[src/video_frame_standard_detector_defines.svh]
// assertion macros for the video frame standard detector
`ifndef VIDEO_FRAME_STANDARD_DETECTOR_DEFINES_SVH
`define VIDEO_FRAME_STANDARD_DETECTOR_DEFINES_SVH

`ifndef SYNTHESIS

// same-cycle implication, checked while out of reset
`define VFSD_ASSERT_NOW(label, clk, rst_n, ante, cons) \
    label: assert property (@(posedge clk) disable iff (!rst_n) (ante) |-> (cons)) \
        else $error("vfsd check failed");

// next-cycle implication, checked while out of reset
`define VFSD_ASSERT_NEXT(label, clk, rst_n, ante, cons) \
    label: assert property (@(posedge clk) disable iff (!rst_n) (ante) |=> (cons)) \
        else $error("vfsd check failed");

`else

`define VFSD_ASSERT_NOW(label, clk, rst_n, ante, cons)
`define VFSD_ASSERT_NEXT(label, clk, rst_n, ante, cons)

`endif

`endif

[src/vfsd_pkg.sv]
// types and constants of the video frame standard detector
`default_nettype none

package vfsd_pkg;

    localparam int LINE_W     = 10;
    localparam int GARB_W     = 8;
    localparam int TOL_W      = 8;
    localparam int CNT_W      = 16;
    localparam int CFG_IDX_W  = 3;
    localparam int CFG_DATA_W = 10;
    localparam int IN_DATA_W  = 8;
    localparam int OUT_DATA_W = 48;

    // lines of slack before the ideal count at which the wait counter starts
    localparam logic [LINE_W:0] LINE_MARGIN = 11'd3;

    localparam logic [LINE_W-1:0] LINE_MAX = {LINE_W{1'b1}};
    localparam logic [CNT_W-1:0]  CNT_MAX  = {CNT_W{1'b1}};

    localparam logic [LINE_W-1:0] NTSC_LINES_RST = 10'd262;
    localparam logic [LINE_W-1:0] PAL_LINES_RST  = 10'd312;
    localparam logic [LINE_W-1:0] WAIT_LIMIT_RST = 10'd100;
    localparam logic [GARB_W-1:0] GARBAGE_RST    = 8'd10;
    localparam logic [TOL_W-1:0]  TOLERANCE_RST  = 8'd20;

    typedef enum logic [CFG_IDX_W-1:0] {
        REG_NTSC_LINES = 3'd0,
        REG_PAL_LINES  = 3'd1,
        REG_WAIT_LIMIT = 3'd2,
        REG_GARBAGE    = 3'd3,
        REG_TOLERANCE  = 3'd4
    } cfg_reg_t;

    typedef enum logic {
        ACT_LINE  = 1'b0,
        ACT_VSYNC = 1'b1
    } action_t;

    typedef enum logic {
        ST_WAIT_START = 1'b0,
        ST_WAIT_END   = 1'b1
    } vsync_state_t;

    typedef enum logic {
        LAYOUT_NTSC = 1'b0,
        LAYOUT_PAL  = 1'b1
    } layout_t;

    function automatic logic [LINE_W-1:0] line_sat_inc(input logic [LINE_W-1:0] v);
        return (v == LINE_MAX) ? v : v + 1'b1;
    endfunction

    function automatic logic [CNT_W-1:0] cnt_sat_inc(input logic [CNT_W-1:0] v);
        return (v == CNT_MAX) ? v : v + 1'b1;
    endfunction

    function automatic logic [LINE_W-1:0] line_dist(input logic [LINE_W-1:0] a,
                                                   input logic [LINE_W-1:0] b);
        return (a > b) ? a - b : b - a;
    endfunction

endpackage

`default_nettype wire

[src/video_frame_standard_detector.sv]
// top level of the video frame standard detector
//
//  port group   dir  contents
//  s_axis_*     in   one event request: tuser = action, tdata = vsync level
//  m_axis_*     out  one result per event: tlast = frame done, tdata = counts
//  cfg_*        in   register writes, index 0..4, no read-back
//
// each event is handled at its accepting edge: state updates there and the
// result lands in the output register, so a new request is taken every cycle
// the output register is empty or being drained; a stalled output holds the
// input off. reset clears the vsync tracker, counters and tallies and loads the
// register defaults; there is no clearing pass.
`default_nettype none

`include "video_frame_standard_detector_defines.svh"

module video_frame_standard_detector (
    input  wire logic                                clk,
    input  wire logic                                rst_n,
    input  wire logic                                s_axis_tvalid,
    output      logic                                s_axis_tready,
    // [0] vsync_level, [7:1] zero
    input  wire logic [vfsd_pkg::IN_DATA_W-1:0]      s_axis_tdata,
    // [0] action
    input  wire logic                                s_axis_tuser,
    output      logic                                m_axis_tvalid,
    input  wire logic                                m_axis_tready,
    // [9:0] frame_lines, [10] frame_layout, [26:11] ntsc_count,
    // [42:27] pal_count, [43] majority_layout, [47:44] zero
    output      logic [vfsd_pkg::OUT_DATA_W-1:0]     m_axis_tdata,
    // frame_done
    output      logic                                m_axis_tlast,
    input  wire logic                                cfg_wr_en,
    input  wire logic [vfsd_pkg::CFG_IDX_W-1:0]      cfg_addr,
    input  wire logic [vfsd_pkg::CFG_DATA_W-1:0]     cfg_wdata
);

    localparam int LW = vfsd_pkg::LINE_W;
    localparam int CW = vfsd_pkg::CNT_W;

    // configuration
    logic [LW-1:0]                 ntsc_lines_reg;
    logic [LW-1:0]                 pal_lines_reg;
    logic [LW-1:0]                 wait_limit_reg;
    logic [vfsd_pkg::GARB_W-1:0]   garbage_reg;
    logic [vfsd_pkg::TOL_W-1:0]    tolerance_reg;

    // tracker state
    vfsd_pkg::vsync_state_t state_reg, state_next;
    vfsd_pkg::layout_t      layout_reg, layout_next;
    logic [LW-1:0]          wait_lines_reg, wait_lines_next;
    logic [LW-1:0]          line_count_reg, line_count_next;
    logic [LW-1:0]          last_lines_reg, last_lines_next;
    logic [CW-1:0]          frame_total_reg, frame_total_next;
    logic [CW-1:0]          ntsc_tally_reg, ntsc_tally_next;
    logic [CW-1:0]          pal_tally_reg, pal_tally_next;

    // result register
    logic                   out_valid_reg;
    logic                   out_done_reg, done_next;
    logic [LW-1:0]          out_lines_reg;
    logic                   out_layout_reg;
    logic [CW-1:0]          out_ntsc_reg;
    logic [CW-1:0]          out_pal_reg;
    logic                   out_major_reg;

    logic                   accept;
    vfsd_pkg::action_t      action;
    logic                   vsync_level;

    // combinational helpers
    vfsd_pkg::vsync_state_t target;
    vfsd_pkg::layout_t      chosen;
    logic [LW-1:0]          lc_inc;
    logic [LW-1:0]          wl_inc;
    logic [LW-1:0]          wl_new;
    logic [LW-1:0]          ideal;
    logic [LW-1:0]          class_lines;
    logic [LW-1:0]          dn;
    logic [LW-1:0]          dp;
    logic [LW-1:0]          dmin;
    logic                   pick_pal;
    logic                   do_class;

    assign action        = vfsd_pkg::action_t'(s_axis_tuser);
    assign vsync_level   = s_axis_tdata[0];
    assign s_axis_tready = !out_valid_reg || m_axis_tready;
    assign accept        = s_axis_tvalid && s_axis_tready;

    assign m_axis_tvalid = out_valid_reg;
    assign m_axis_tlast  = out_done_reg;
    assign m_axis_tdata  = {4'b0, out_major_reg, out_pal_reg, out_ntsc_reg,
                            out_layout_reg, out_lines_reg};

    always_ff @(posedge clk or negedge rst_n)
    begin
        if (!rst_n)
        begin
            ntsc_lines_reg <= vfsd_pkg::NTSC_LINES_RST;
            pal_lines_reg  <= vfsd_pkg::PAL_LINES_RST;
            wait_limit_reg <= vfsd_pkg::WAIT_LIMIT_RST;
            garbage_reg    <= vfsd_pkg::GARBAGE_RST;
            tolerance_reg  <= vfsd_pkg::TOLERANCE_RST;
        end
        else if (cfg_wr_en)
        begin
            case (vfsd_pkg::cfg_reg_t'(cfg_addr))
                vfsd_pkg::REG_NTSC_LINES: ntsc_lines_reg <= cfg_wdata;
                vfsd_pkg::REG_PAL_LINES:  pal_lines_reg  <= cfg_wdata;
                vfsd_pkg::REG_WAIT_LIMIT: wait_limit_reg <= cfg_wdata;
                vfsd_pkg::REG_GARBAGE:    garbage_reg    <= cfg_wdata[vfsd_pkg::GARB_W-1:0];
                vfsd_pkg::REG_TOLERANCE:  tolerance_reg  <= cfg_wdata[vfsd_pkg::TOL_W-1:0];
                default:                  ;
            endcase
        end
    end

    always_comb
    begin
        state_next       = state_reg;
        layout_next      = layout_reg;
        wait_lines_next  = wait_lines_reg;
        line_count_next  = line_count_reg;
        last_lines_next  = last_lines_reg;
        frame_total_next = frame_total_reg;
        ntsc_tally_next  = ntsc_tally_reg;
        pal_tally_next   = pal_tally_reg;
        done_next        = 1'b0;
        do_class         = 1'b0;
        class_lines      = line_count_reg;
        wl_new           = wait_lines_reg;

        target = vsync_level ? vfsd_pkg::ST_WAIT_END : vfsd_pkg::ST_WAIT_START;
        lc_inc = vfsd_pkg::line_sat_inc(line_count_reg);
        wl_inc = vfsd_pkg::line_sat_inc(wait_lines_reg);
        ideal  = (layout_reg == vfsd_pkg::LAYOUT_PAL) ? pal_lines_reg : ntsc_lines_reg;

        if (accept)
        begin
            if (action == vfsd_pkg::ACT_VSYNC)
            begin
                if (target != state_reg)
                begin
                    state_next      = target;
                    wait_lines_next = '0;
                    if (target == vfsd_pkg::ST_WAIT_START)
                    begin
                        do_class        = 1'b1;
                        class_lines     = line_count_reg;
                        line_count_next = '0;
                    end
                end
            end
            else
            begin
                line_count_next = lc_inc;
                if (state_reg == vfsd_pkg::ST_WAIT_START)
                begin
                    // wait counter runs only near the expected frame end, or before any frame has completed
                    if (({1'b0, lc_inc} + vfsd_pkg::LINE_MARGIN > {1'b0, ideal})
                        || (frame_total_reg == '0))
                    begin
                        wl_new = wl_inc;
                    end
                    if (wl_new > wait_limit_reg)
                    begin
                        state_next      = vfsd_pkg::ST_WAIT_END;
                        wait_lines_next = '0;
                    end
                    else
                    begin
                        wait_lines_next = wl_new;
                    end
                end
                else
                begin
                    wl_new = wl_inc;
                    if (wl_new > wait_limit_reg)
                    begin
                        // vsync end never came, force the frame end
                        state_next      = vfsd_pkg::ST_WAIT_START;
                        wait_lines_next = '0;
                        do_class        = 1'b1;
                        class_lines     = lc_inc;
                        line_count_next = '0;
                    end
                    else
                    begin
                        wait_lines_next = wl_new;
                    end
                end
            end
        end

        dn       = vfsd_pkg::line_dist(class_lines, ntsc_lines_reg);
        dp       = vfsd_pkg::line_dist(class_lines, pal_lines_reg);
        dmin     = (dn < dp) ? dn : dp;
        pick_pal = dn > dp;

        if (dmin <= {2'b0, tolerance_reg})
        begin
            chosen = vfsd_pkg::layout_t'(pick_pal);
        end
        else if ((class_lines < pal_lines_reg) && (class_lines > ntsc_lines_reg)
                 && class_lines[0])
        begin
            chosen = vfsd_pkg::LAYOUT_NTSC;
        end
        else
        begin
            chosen = vfsd_pkg::layout_t'(pick_pal);
        end

        if (do_class)
        begin
            last_lines_next  = class_lines;
            frame_total_next = vfsd_pkg::cnt_sat_inc(frame_total_reg);
            done_next        = 1'b1;
            if (frame_total_next > {8'b0, garbage_reg})
            begin
                layout_next = chosen;
                if (chosen == vfsd_pkg::LAYOUT_NTSC)
                begin
                    ntsc_tally_next = vfsd_pkg::cnt_sat_inc(ntsc_tally_reg);
                end
                else
                begin
                    pal_tally_next = vfsd_pkg::cnt_sat_inc(pal_tally_reg);
                end
            end
        end
    end

    always_ff @(posedge clk or negedge rst_n)
    begin
        if (!rst_n)
        begin
            state_reg       <= vfsd_pkg::ST_WAIT_START;
            layout_reg      <= vfsd_pkg::LAYOUT_NTSC;
            wait_lines_reg  <= '0;
            line_count_reg  <= '0;
            last_lines_reg  <= '0;
            frame_total_reg <= '0;
            ntsc_tally_reg  <= '0;
            pal_tally_reg   <= '0;
        end
        else
        begin
            state_reg       <= state_next;
            layout_reg      <= layout_next;
            wait_lines_reg  <= wait_lines_next;
            line_count_reg  <= line_count_next;
            last_lines_reg  <= last_lines_next;
            frame_total_reg <= frame_total_next;
            ntsc_tally_reg  <= ntsc_tally_next;
            pal_tally_reg   <= pal_tally_next;
        end
    end

    always_ff @(posedge clk or negedge rst_n)
    begin
        if (!rst_n)
        begin
            out_valid_reg <= 1'b0;
        end
        else if (accept)
        begin
            out_valid_reg <= 1'b1;
        end
        else if (m_axis_tready)
        begin
            out_valid_reg <= 1'b0;
        end
    end

    always_ff @(posedge clk)
    begin
        if (accept)
        begin
            out_done_reg   <= done_next;
            out_lines_reg  <= last_lines_next;
            out_layout_reg <= layout_next;
            out_ntsc_reg   <= ntsc_tally_next;
            out_pal_reg    <= pal_tally_next;
            out_major_reg  <= pal_tally_next > ntsc_tally_next;
        end
    end

    // a waiting result holds the input side off
    `VFSD_ASSERT_NOW(a_stall_blocks_input, clk, rst_n,
        m_axis_tvalid && !m_axis_tready, !s_axis_tready)

    // tallies only move after at least one frame has completed
    `VFSD_ASSERT_NOW(a_tally_needs_frame, clk, rst_n,
        (ntsc_tally_reg != '0) || (pal_tally_reg != '0), frame_total_reg != '0)

    // vsync falling while waiting for its end always completes a frame
    `VFSD_ASSERT_NEXT(a_vsync_end_done, clk, rst_n,
        accept && (action == vfsd_pkg::ACT_VSYNC) && !vsync_level
        && (state_reg == vfsd_pkg::ST_WAIT_END), m_axis_tvalid && m_axis_tlast)

endmodule

`default_nettype wire

[config.mk]
export PLATFORM = sky130hd
export DESIGN_NAME = video_frame_standard_detector
export DESIGN_NICKNAME = d
export VERILOG_FILES = /design/src/vfsd_pkg.sv /design/src/video_frame_standard_detector.sv
export VERILOG_INCLUDE_DIRS = /design/src /design/src/src
export SDC_FILE = /design/constraint.sdc
export NUM_CORES = 1
export LEC_CHECK = 0
export ABC_AREA = 1
export BUFFER_PORTS_ARGS = -buffer_cell sky130_fd_sc_hd__clkbuf_2
export CORE_MARGIN = 1
export CORE_UTILIZATION = 60
export CTS_CLUSTER_SIZE = 16
export DETAILED_ROUTE_END_ITERATION = 8
export PLACE_DENSITY = 0.79
export SETUP_SLACK_MARGIN = 0.3
export SYNTH_ARGS = -nofsm -noshare
export SYNTH_HDL_FRONTEND = slang
export SYNTH_SLANG_ARGS = --single-unit
[constraint.sdc]
create_clock -name clk -period 12.9 [get_ports clk]
set_input_delay 1.29 -clock clk [delete_from_list [all_inputs] [get_ports clk]]
set_output_delay 1.29 -clock clk [all_outputs]
set_load 0.1 [all_outputs]
### After elaboration in Yosys (flattened, before gate mapping)

Index checks and enable logic that the tools add are counted.
W data, S select, Z words.

| word-level totals | value |
|---|---|
| register bits | 172 |
| output and inout port bits | 51 |
| input bits | 27 |
| logic and storage cells | 122 |

| cells by class | value |
|---|---|
| magnitude comparators | 11 |
| equal/unequal tests | 12 |
| $add $sub $neg | 10 |
| reduce and logical (&&, ||, !) cells | 16 |
| multiplexer cells | 53 |

Operators with widths:

| cell | count |
|---|---|
| $mux W10 | 25 |
| $mux W16 | 9 |
| $gt A10 B10 Y1 | 5 |
| $add A16 B1 Y16 const B | 3 |
| $eq A16 B16 Y1 const B | 3 |
| $sub A10 B10 Y10 | 4 |
| $add A10 B1 Y10 const B | 2 |
| $eq A10 B10 Y1 const B | 2 |
| $lt A10 B10 Y1 | 2 |
| $mux W1 | 19 |
| $gt A16 B16 Y1 | 1 |
| $gt A16 B8 Y1 | 1 |
| $logic_not A16 Y1 | 1 |
| $reduce_and A2 Y1 | 6 |
| $add A10 B2 Y11 const B | 1 |
| $gt A11 B10 Y1 | 1 |
| $le A10 B8 Y1 | 1 |
| $eq A3 B2 Y1 const B | 2 |
| $eq A3 B1 Y1 const B | 1 |
| $eq A3 B3 Y1 const B | 1 |
| $logic_and A1 B1 Y1 | 3 |
| $logic_not A3 Y1 | 1 |
| $reduce_and A3 Y1 | 1 |
| $logic_or A1 B1 Y1 | 2 |
| other kinds (5) | 5 |

### Depth between registers and ports, before layout

| logic depth | value |
|---|---|
| depth after elaboration | 17 |
| gate-level depth with buffers | 68 |
| mapped depth without buffers | 65 |

### Worst setup path after synthesis

No wires, ideal clock.

| timing | value |
|---|---|
| path type | input port to flip-flop |
| start point | input m_axis_tready |
| end point | register out_major_reg (data pin) |
| library setup time | 0.269 ns |
| setup slack | 4.120 ns |
| required time | 12.631 ns |
| cell stages on the path | 50 |
| arrival time | 8.512 ns |
| path through | inv_1 -> nand2_1 -> nand2_1 -> nor2_1 -> nand4_1 -> clkbuf_1 -> o21ai_0 -> inv_1 -> ha_1 -> a21oi_1 -> o21ai_1 -> a21oi_1 -> o21ai_1 -> nand2_1 -> buf_2 -> mux2i_1 -> nand2_1 -> nand2_1 -> (+14 left out) -> inv_1 -> o21ai_0 -> nand2_1 -> o21ai_0 -> nand3_1 -> nand3_4 -> nand2_4 -> buf_6 -> nand4_1 -> nor2_1 -> nor2_1 -> ha_1 -> nand2_1 -> inv_1 -> a221oi_1 -> o221ai_1 -> nand2_1 -> a32oi_1 |

| between the ends | value |
|---|---|
| word-level cells in the longest chain between the ends | 13 |
| elaborated cells on any way between the ends | 28 |
| classes of those cells | add/sub: 4; order compare: 7; mux: 13; reduce/logical: 4 |

Ends and longest elaborated chain:

| item | RTL line | text |
|---|---|---|
| start, declared | video_frame_standard_detector.sv:27 | `input wire logic m_axis_tready,` |
| $logic_or A1 B1 Y1 * | video_frame_standard_detector.sv:87 | `assign s_axis_tready = !out_valid_reg \|\| m_axis_tready;` |
| net s_axis_tready | video_frame_standard_detector.sv:21 | `output logic s_axis_tready,` |
| $logic_and A1 B1 Y1 * | video_frame_standard_detector.sv:88 | `assign accept = s_axis_tvalid && s_axis_tready;` |
| $mux W10 | video_frame_standard_detector.sv:138 | `if (accept)` |
| $sub A10 B10 Y10 (tied with other cells) | vfsd_pkg.sv:60 | `return (a > b) ? a - b : b - a;` |
| $mux W10 | vfsd_pkg.sv:60 |  |
| $lt A10 B10 Y1 | video_frame_standard_detector.sv:197 | `dmin = (dn < dp) ? dn : dp;` |
| $mux W10 | video_frame_standard_detector.sv:197 |  |
| $le A10 B8 Y1 | video_frame_standard_detector.sv:200 | `if (dmin <= {2'b0, tolerance_reg})` |
| $mux W1 | video_frame_standard_detector.sv:200 |  |
| $mux W16 | video_frame_standard_detector.sv:222 | `if (chosen == vfsd_pkg::LAYOUT_NTSC)` |
| $mux W16 | video_frame_standard_detector.sv:219 | `if (frame_total_next > {8'b0, garbage_reg})` |
| $mux W16 | video_frame_standard_detector.sv:214 | `if (do_class)` |
| $gt A16 B16 Y1 * | video_frame_standard_detector.sv:285 | `out_major_reg <= pal_tally_next > ntsc_tally_next;` |
| end signal, assigned | video_frame_standard_detector.sv:285 |  |
| end, declared | video_frame_standard_detector.sv:65 | `logic out_major_reg;` |

The timed path passes the listed nets; every way through them passes the cells marked *.
A chain may end at the register's enable or synchronous reset.

### Worst setup path in the final report

| timing | value |
|---|---|
| start point | register wait_lines_reg[0] |
| end point | register out_major_reg (data pin) |

| between the ends | value |
|---|---|
| word-level cells in the longest chain between the ends | 17 |
| elaborated cells on any way between the ends | 36 |
| classes of those cells | add/sub: 5; order compare: 8; eq/ne: 1; mux: 20; reduce/logical: 2 |

Ends and longest elaborated chain:

| item | RTL line | text |
|---|---|---|
| start, declared | video_frame_standard_detector.sv:51 | `logic [LW-1:0] wait_lines_reg, wait_lines_next;` |
| start signal, assigned | video_frame_standard_detector.sv:251 | `wait_lines_reg <= wait_lines_next;` |
| $add A10 B1 Y10 / $eq A10 B10 Y1 (equally long branches) | vfsd_pkg.sv:51 | `return (v == LINE_MAX) ? v : v + 1'b1;` |
| $mux W10 * | vfsd_pkg.sv:51 |  |
| $gt A10 B10 Y1 * | video_frame_standard_detector.sv:178 | `if (wl_new > wait_limit_reg)` |
| $mux W10 | video_frame_standard_detector.sv:178 |  |
| $mux W10 | video_frame_standard_detector.sv:157 | `if (state_reg == vfsd_pkg::ST_WAIT_START)` |
| $mux W10 | video_frame_standard_detector.sv:140 | `if (action == vfsd_pkg::ACT_VSYNC)` |
| $mux W10 | video_frame_standard_detector.sv:138 |  |
| $sub A10 B10 Y10 (tied with other cells) | vfsd_pkg.sv:60 |  |
| (+2 left out) | -- |  |
| $mux W10 | video_frame_standard_detector.sv:197 |  |
| $le A10 B8 Y1 | video_frame_standard_detector.sv:200 |  |
| $mux W1 | video_frame_standard_detector.sv:200 |  |
| $mux W16 | video_frame_standard_detector.sv:222 |  |
| $mux W16 | video_frame_standard_detector.sv:219 |  |
| $mux W16 * | video_frame_standard_detector.sv:214 |  |
| net pal_tally_next[3] | video_frame_standard_detector.sv:56 | `logic [CW-1:0] pal_tally_reg, pal_tally_next;` |
| $gt A16 B16 Y1 * | video_frame_standard_detector.sv:285 |  |

Marked as above.

==> results.md <==
- Outcome: finished clean
- Pin count of the biggest net entering global routing: 72
- CP dominant cell by count: nand2_1
- Vias per Instance: 5.49
- # IOs: 78
- Global-route wire length before repair: 47900 microns
- Most common cell after layout, fill and taps aside: nand2_1
- Leading area contributor after synthesis: dfrtp_1
- First-pass DRT Iterations: 6
- Clk_lat worst skew: 440 ps
- Worst-path maximum fanout: 17
- Cells after Synth: 1577
- Routability cong.: 0.975
- Synth top area share: 23.4%
- Clock Sinks: 172
- Ys Warns: 0
- Slew @ Worst Pin: 1110 ps
- Vias in the first global route: 10100
- GRT busiest layer: met2
- Element type at the critical path end: flip-flop
- Placeable Area: 0.0196 sq mm
- Residual DRC count: 0
- Number of synthesized register bits: 172
- Max frequency: 92.8 MHz
- Max-cap viol count: 0
- Critical setup path kind: flip-flop to flip-flop
- Post-synthesis instance area: 0.0121 sq mm
- CTS max path bufs: 2
- RSZ-0062 raised after global routing: false
- Final-report hold violation count: 0
- WL/cell: 15.2 microns
- Vias: 10500
- Starting DRC count in detailed routing: 753
- Layout area overhead: 9.20%
- DRT antenna net count: 0
- Grt met3 use: 4.50%
- Period utilization: 83.5%
- Gr ovfl total: 0
- CP max stage cell: o21ai_0
- Top FF cell, synth: dfrtp_1
- Initial Util: 61.6%
- Total wire length: 29000 microns
- Clock Root Buffer: clkbuf_16
- WP data arrival: 10950 ps
- Post-synth ARST share: 73.8%
- Crit path launch type: flip-flop
- Seq/Total Area, Yosys: 37.7%
- Average size of a mapped cell: 7.65 sq um
- Die width: 144 microns
- Post-CTS sizing: 0
- Synth top area cells: dfrtp_1, nand2_1, ha_1
- Worst vdd ir: 156 uV
- Num rows: 51
- Skew final: 10.7 ps
- Post-route insts no fill: 1912
- Pwr Density: 264 mW/mm^2
- WP data required: 13070 ps
- Placed cells: 1880
- Max-slew violation count: 0
- Number of library cell types mapped by synthesis: 54
- Pleak: 6.83 nW
- Chip height: 144 microns
- Crit-path max cell delay: 830 ps
- Initial antenna violation count: 0
- # H-tree levels: 4
- DIE AREA: 0.0207 sq mm
- Num CTS Buffers: 17
- # hold bufs at CTS: 0
- Post-DP HPWL: 21800 microns
- Ratio of cells with drive above 1 in the final layout: 8.56%
- Post-route minimum period: 10770 ps
- Most frequent cells in the layout: nand2_1, inv_1, o21ai_0, ha_1, nor2_1
- Met1 GRT Util: 40.2%
- Setup Viol. Count Final: 0
- Met2 Use GR: 48.8%
- Post-CTS Setup Inserts: 0
- Buffers added on ports: 66
- Total negative slack: 0 ps
- Clock transition at the registers of the reported paths: 80 ps
- CTS tree: yes
- Number of synthesized flops with an enable pin: 45
- Slew Limit Headroom: 25.9%
- Min-Delay Path Class: flip-flop to flip-flop
- Ant diodes: 0
- Nets@finish: 1782
- GRT Overall Usage: 29.8%
-- final cells by class --
cell class | count | area, sq um
clock buffers | 17 | 425
flip-flops and latches | 172 | 4550
multi-input cells | 1110 | 6350
clock inverters | 15 | 165
well taps | 265 | 332
fillers | 1668 | 6420
inverters | 263 | 987
repair buffers | 70 | 363
-- critical path, delay by kind of cell, from the launching register on --
kind | cells | cell delay [ps]
AOI/OAI and AO/OA | 13 | 3020
xor gates and xnor gates | 2 | 590
adders and majority gates | 6 | 1870
buffers and inverters | 6 | 540
DFF | 1 | 400
muxes | 1 | 320
and+or+nand+nor | 26 | 3720
-- synth_stat cells, drive strengths merged, types with 2 or more instances --
| cell type | count |
|---|---|
| a21oi | 62 |
| inv | 262 |
| dfrtp | 113 |
| a21o | 5 |
| xnor2 | 5 |
| a31oi | 5 |
| nand3 | 79 |
| nand3b | 2 |
| nor3 | 20 |
| and2 | 10 |
| nand4 | 44 |
| a21boi | 2 |
| clkbuf | 20 |
| ha | 117 |
| nor4 | 5 |
| buf | 15 |
| o21bai | 4 |
| mux2i | 6 |
| fa | 4 |
| a22oi | 4 |
| nand2 | 397 |
| dfstp | 14 |
| o22ai | 9 |
| a211oi | 2 |
| o21ai | 155 |
| nor2 | 118 |
| edfxtp | 45 |
| xor2 | 43 |
-- cells by family after synthesis --
kind of cell	share of synthesized area, %
simple gates	24.3
buf+inv	9.73
compound gates	11.4
flops	37.7
fa+ha+maj	12.8
xor+xnor	3.55
mux	0.498
other cells	0.0311
-- layer usage --
layer	part of all wire [%]	wire length, microns	up-vias
li1	-	-	5251
met1	46	13400	4875
met2	46	13400	312
met3	4.9	1420	53
met4	2.5	718	0
met5	0	0	-
-- worst paths after layout --
path,slack [ps],endpoint,cells past startpoint,startpoint
hold reg to reg,490,garbage_reg[6],2,garbage_reg[6]
max in group asynchronous,10580,ntsc_lines_reg[4],2,rst_n
setup reg to reg,2130,out_major_reg,54,wait_lines_reg[0]
hold / removal,490,garbage_reg[6],2,garbage_reg[6]
setup / recovery,2130,out_major_reg,54,wait_lines_reg[0]
min in group asynchronous,920,wait_lines_reg[8],1,rst_n
-- per-stage QoR --
stage	power (W)	util, %	setup WS, ps	cell area (sq um)	hold slack [ps]
6_report	0.00347	67.2	2130	13200	492
5_1_grt	0.00383	67.2	954	13200	516
4_1_cts	0.00346	67.2	2340	13200	495
3_5_place_dp	0.00292	64.2	2300	12600	476
3_3_place_gp	0.00284	64.2	2460	12600	467
2_1_floorplan	0.00248	-	4120	12100	441
-- power breakdown --
group,internal (W),switching [W]
sequential,0.000696,0.000102
combinational,0.000710,0.00145
clock,0.000261,0.000253
No activity file was read; power rests on OpenSTA's default activity.
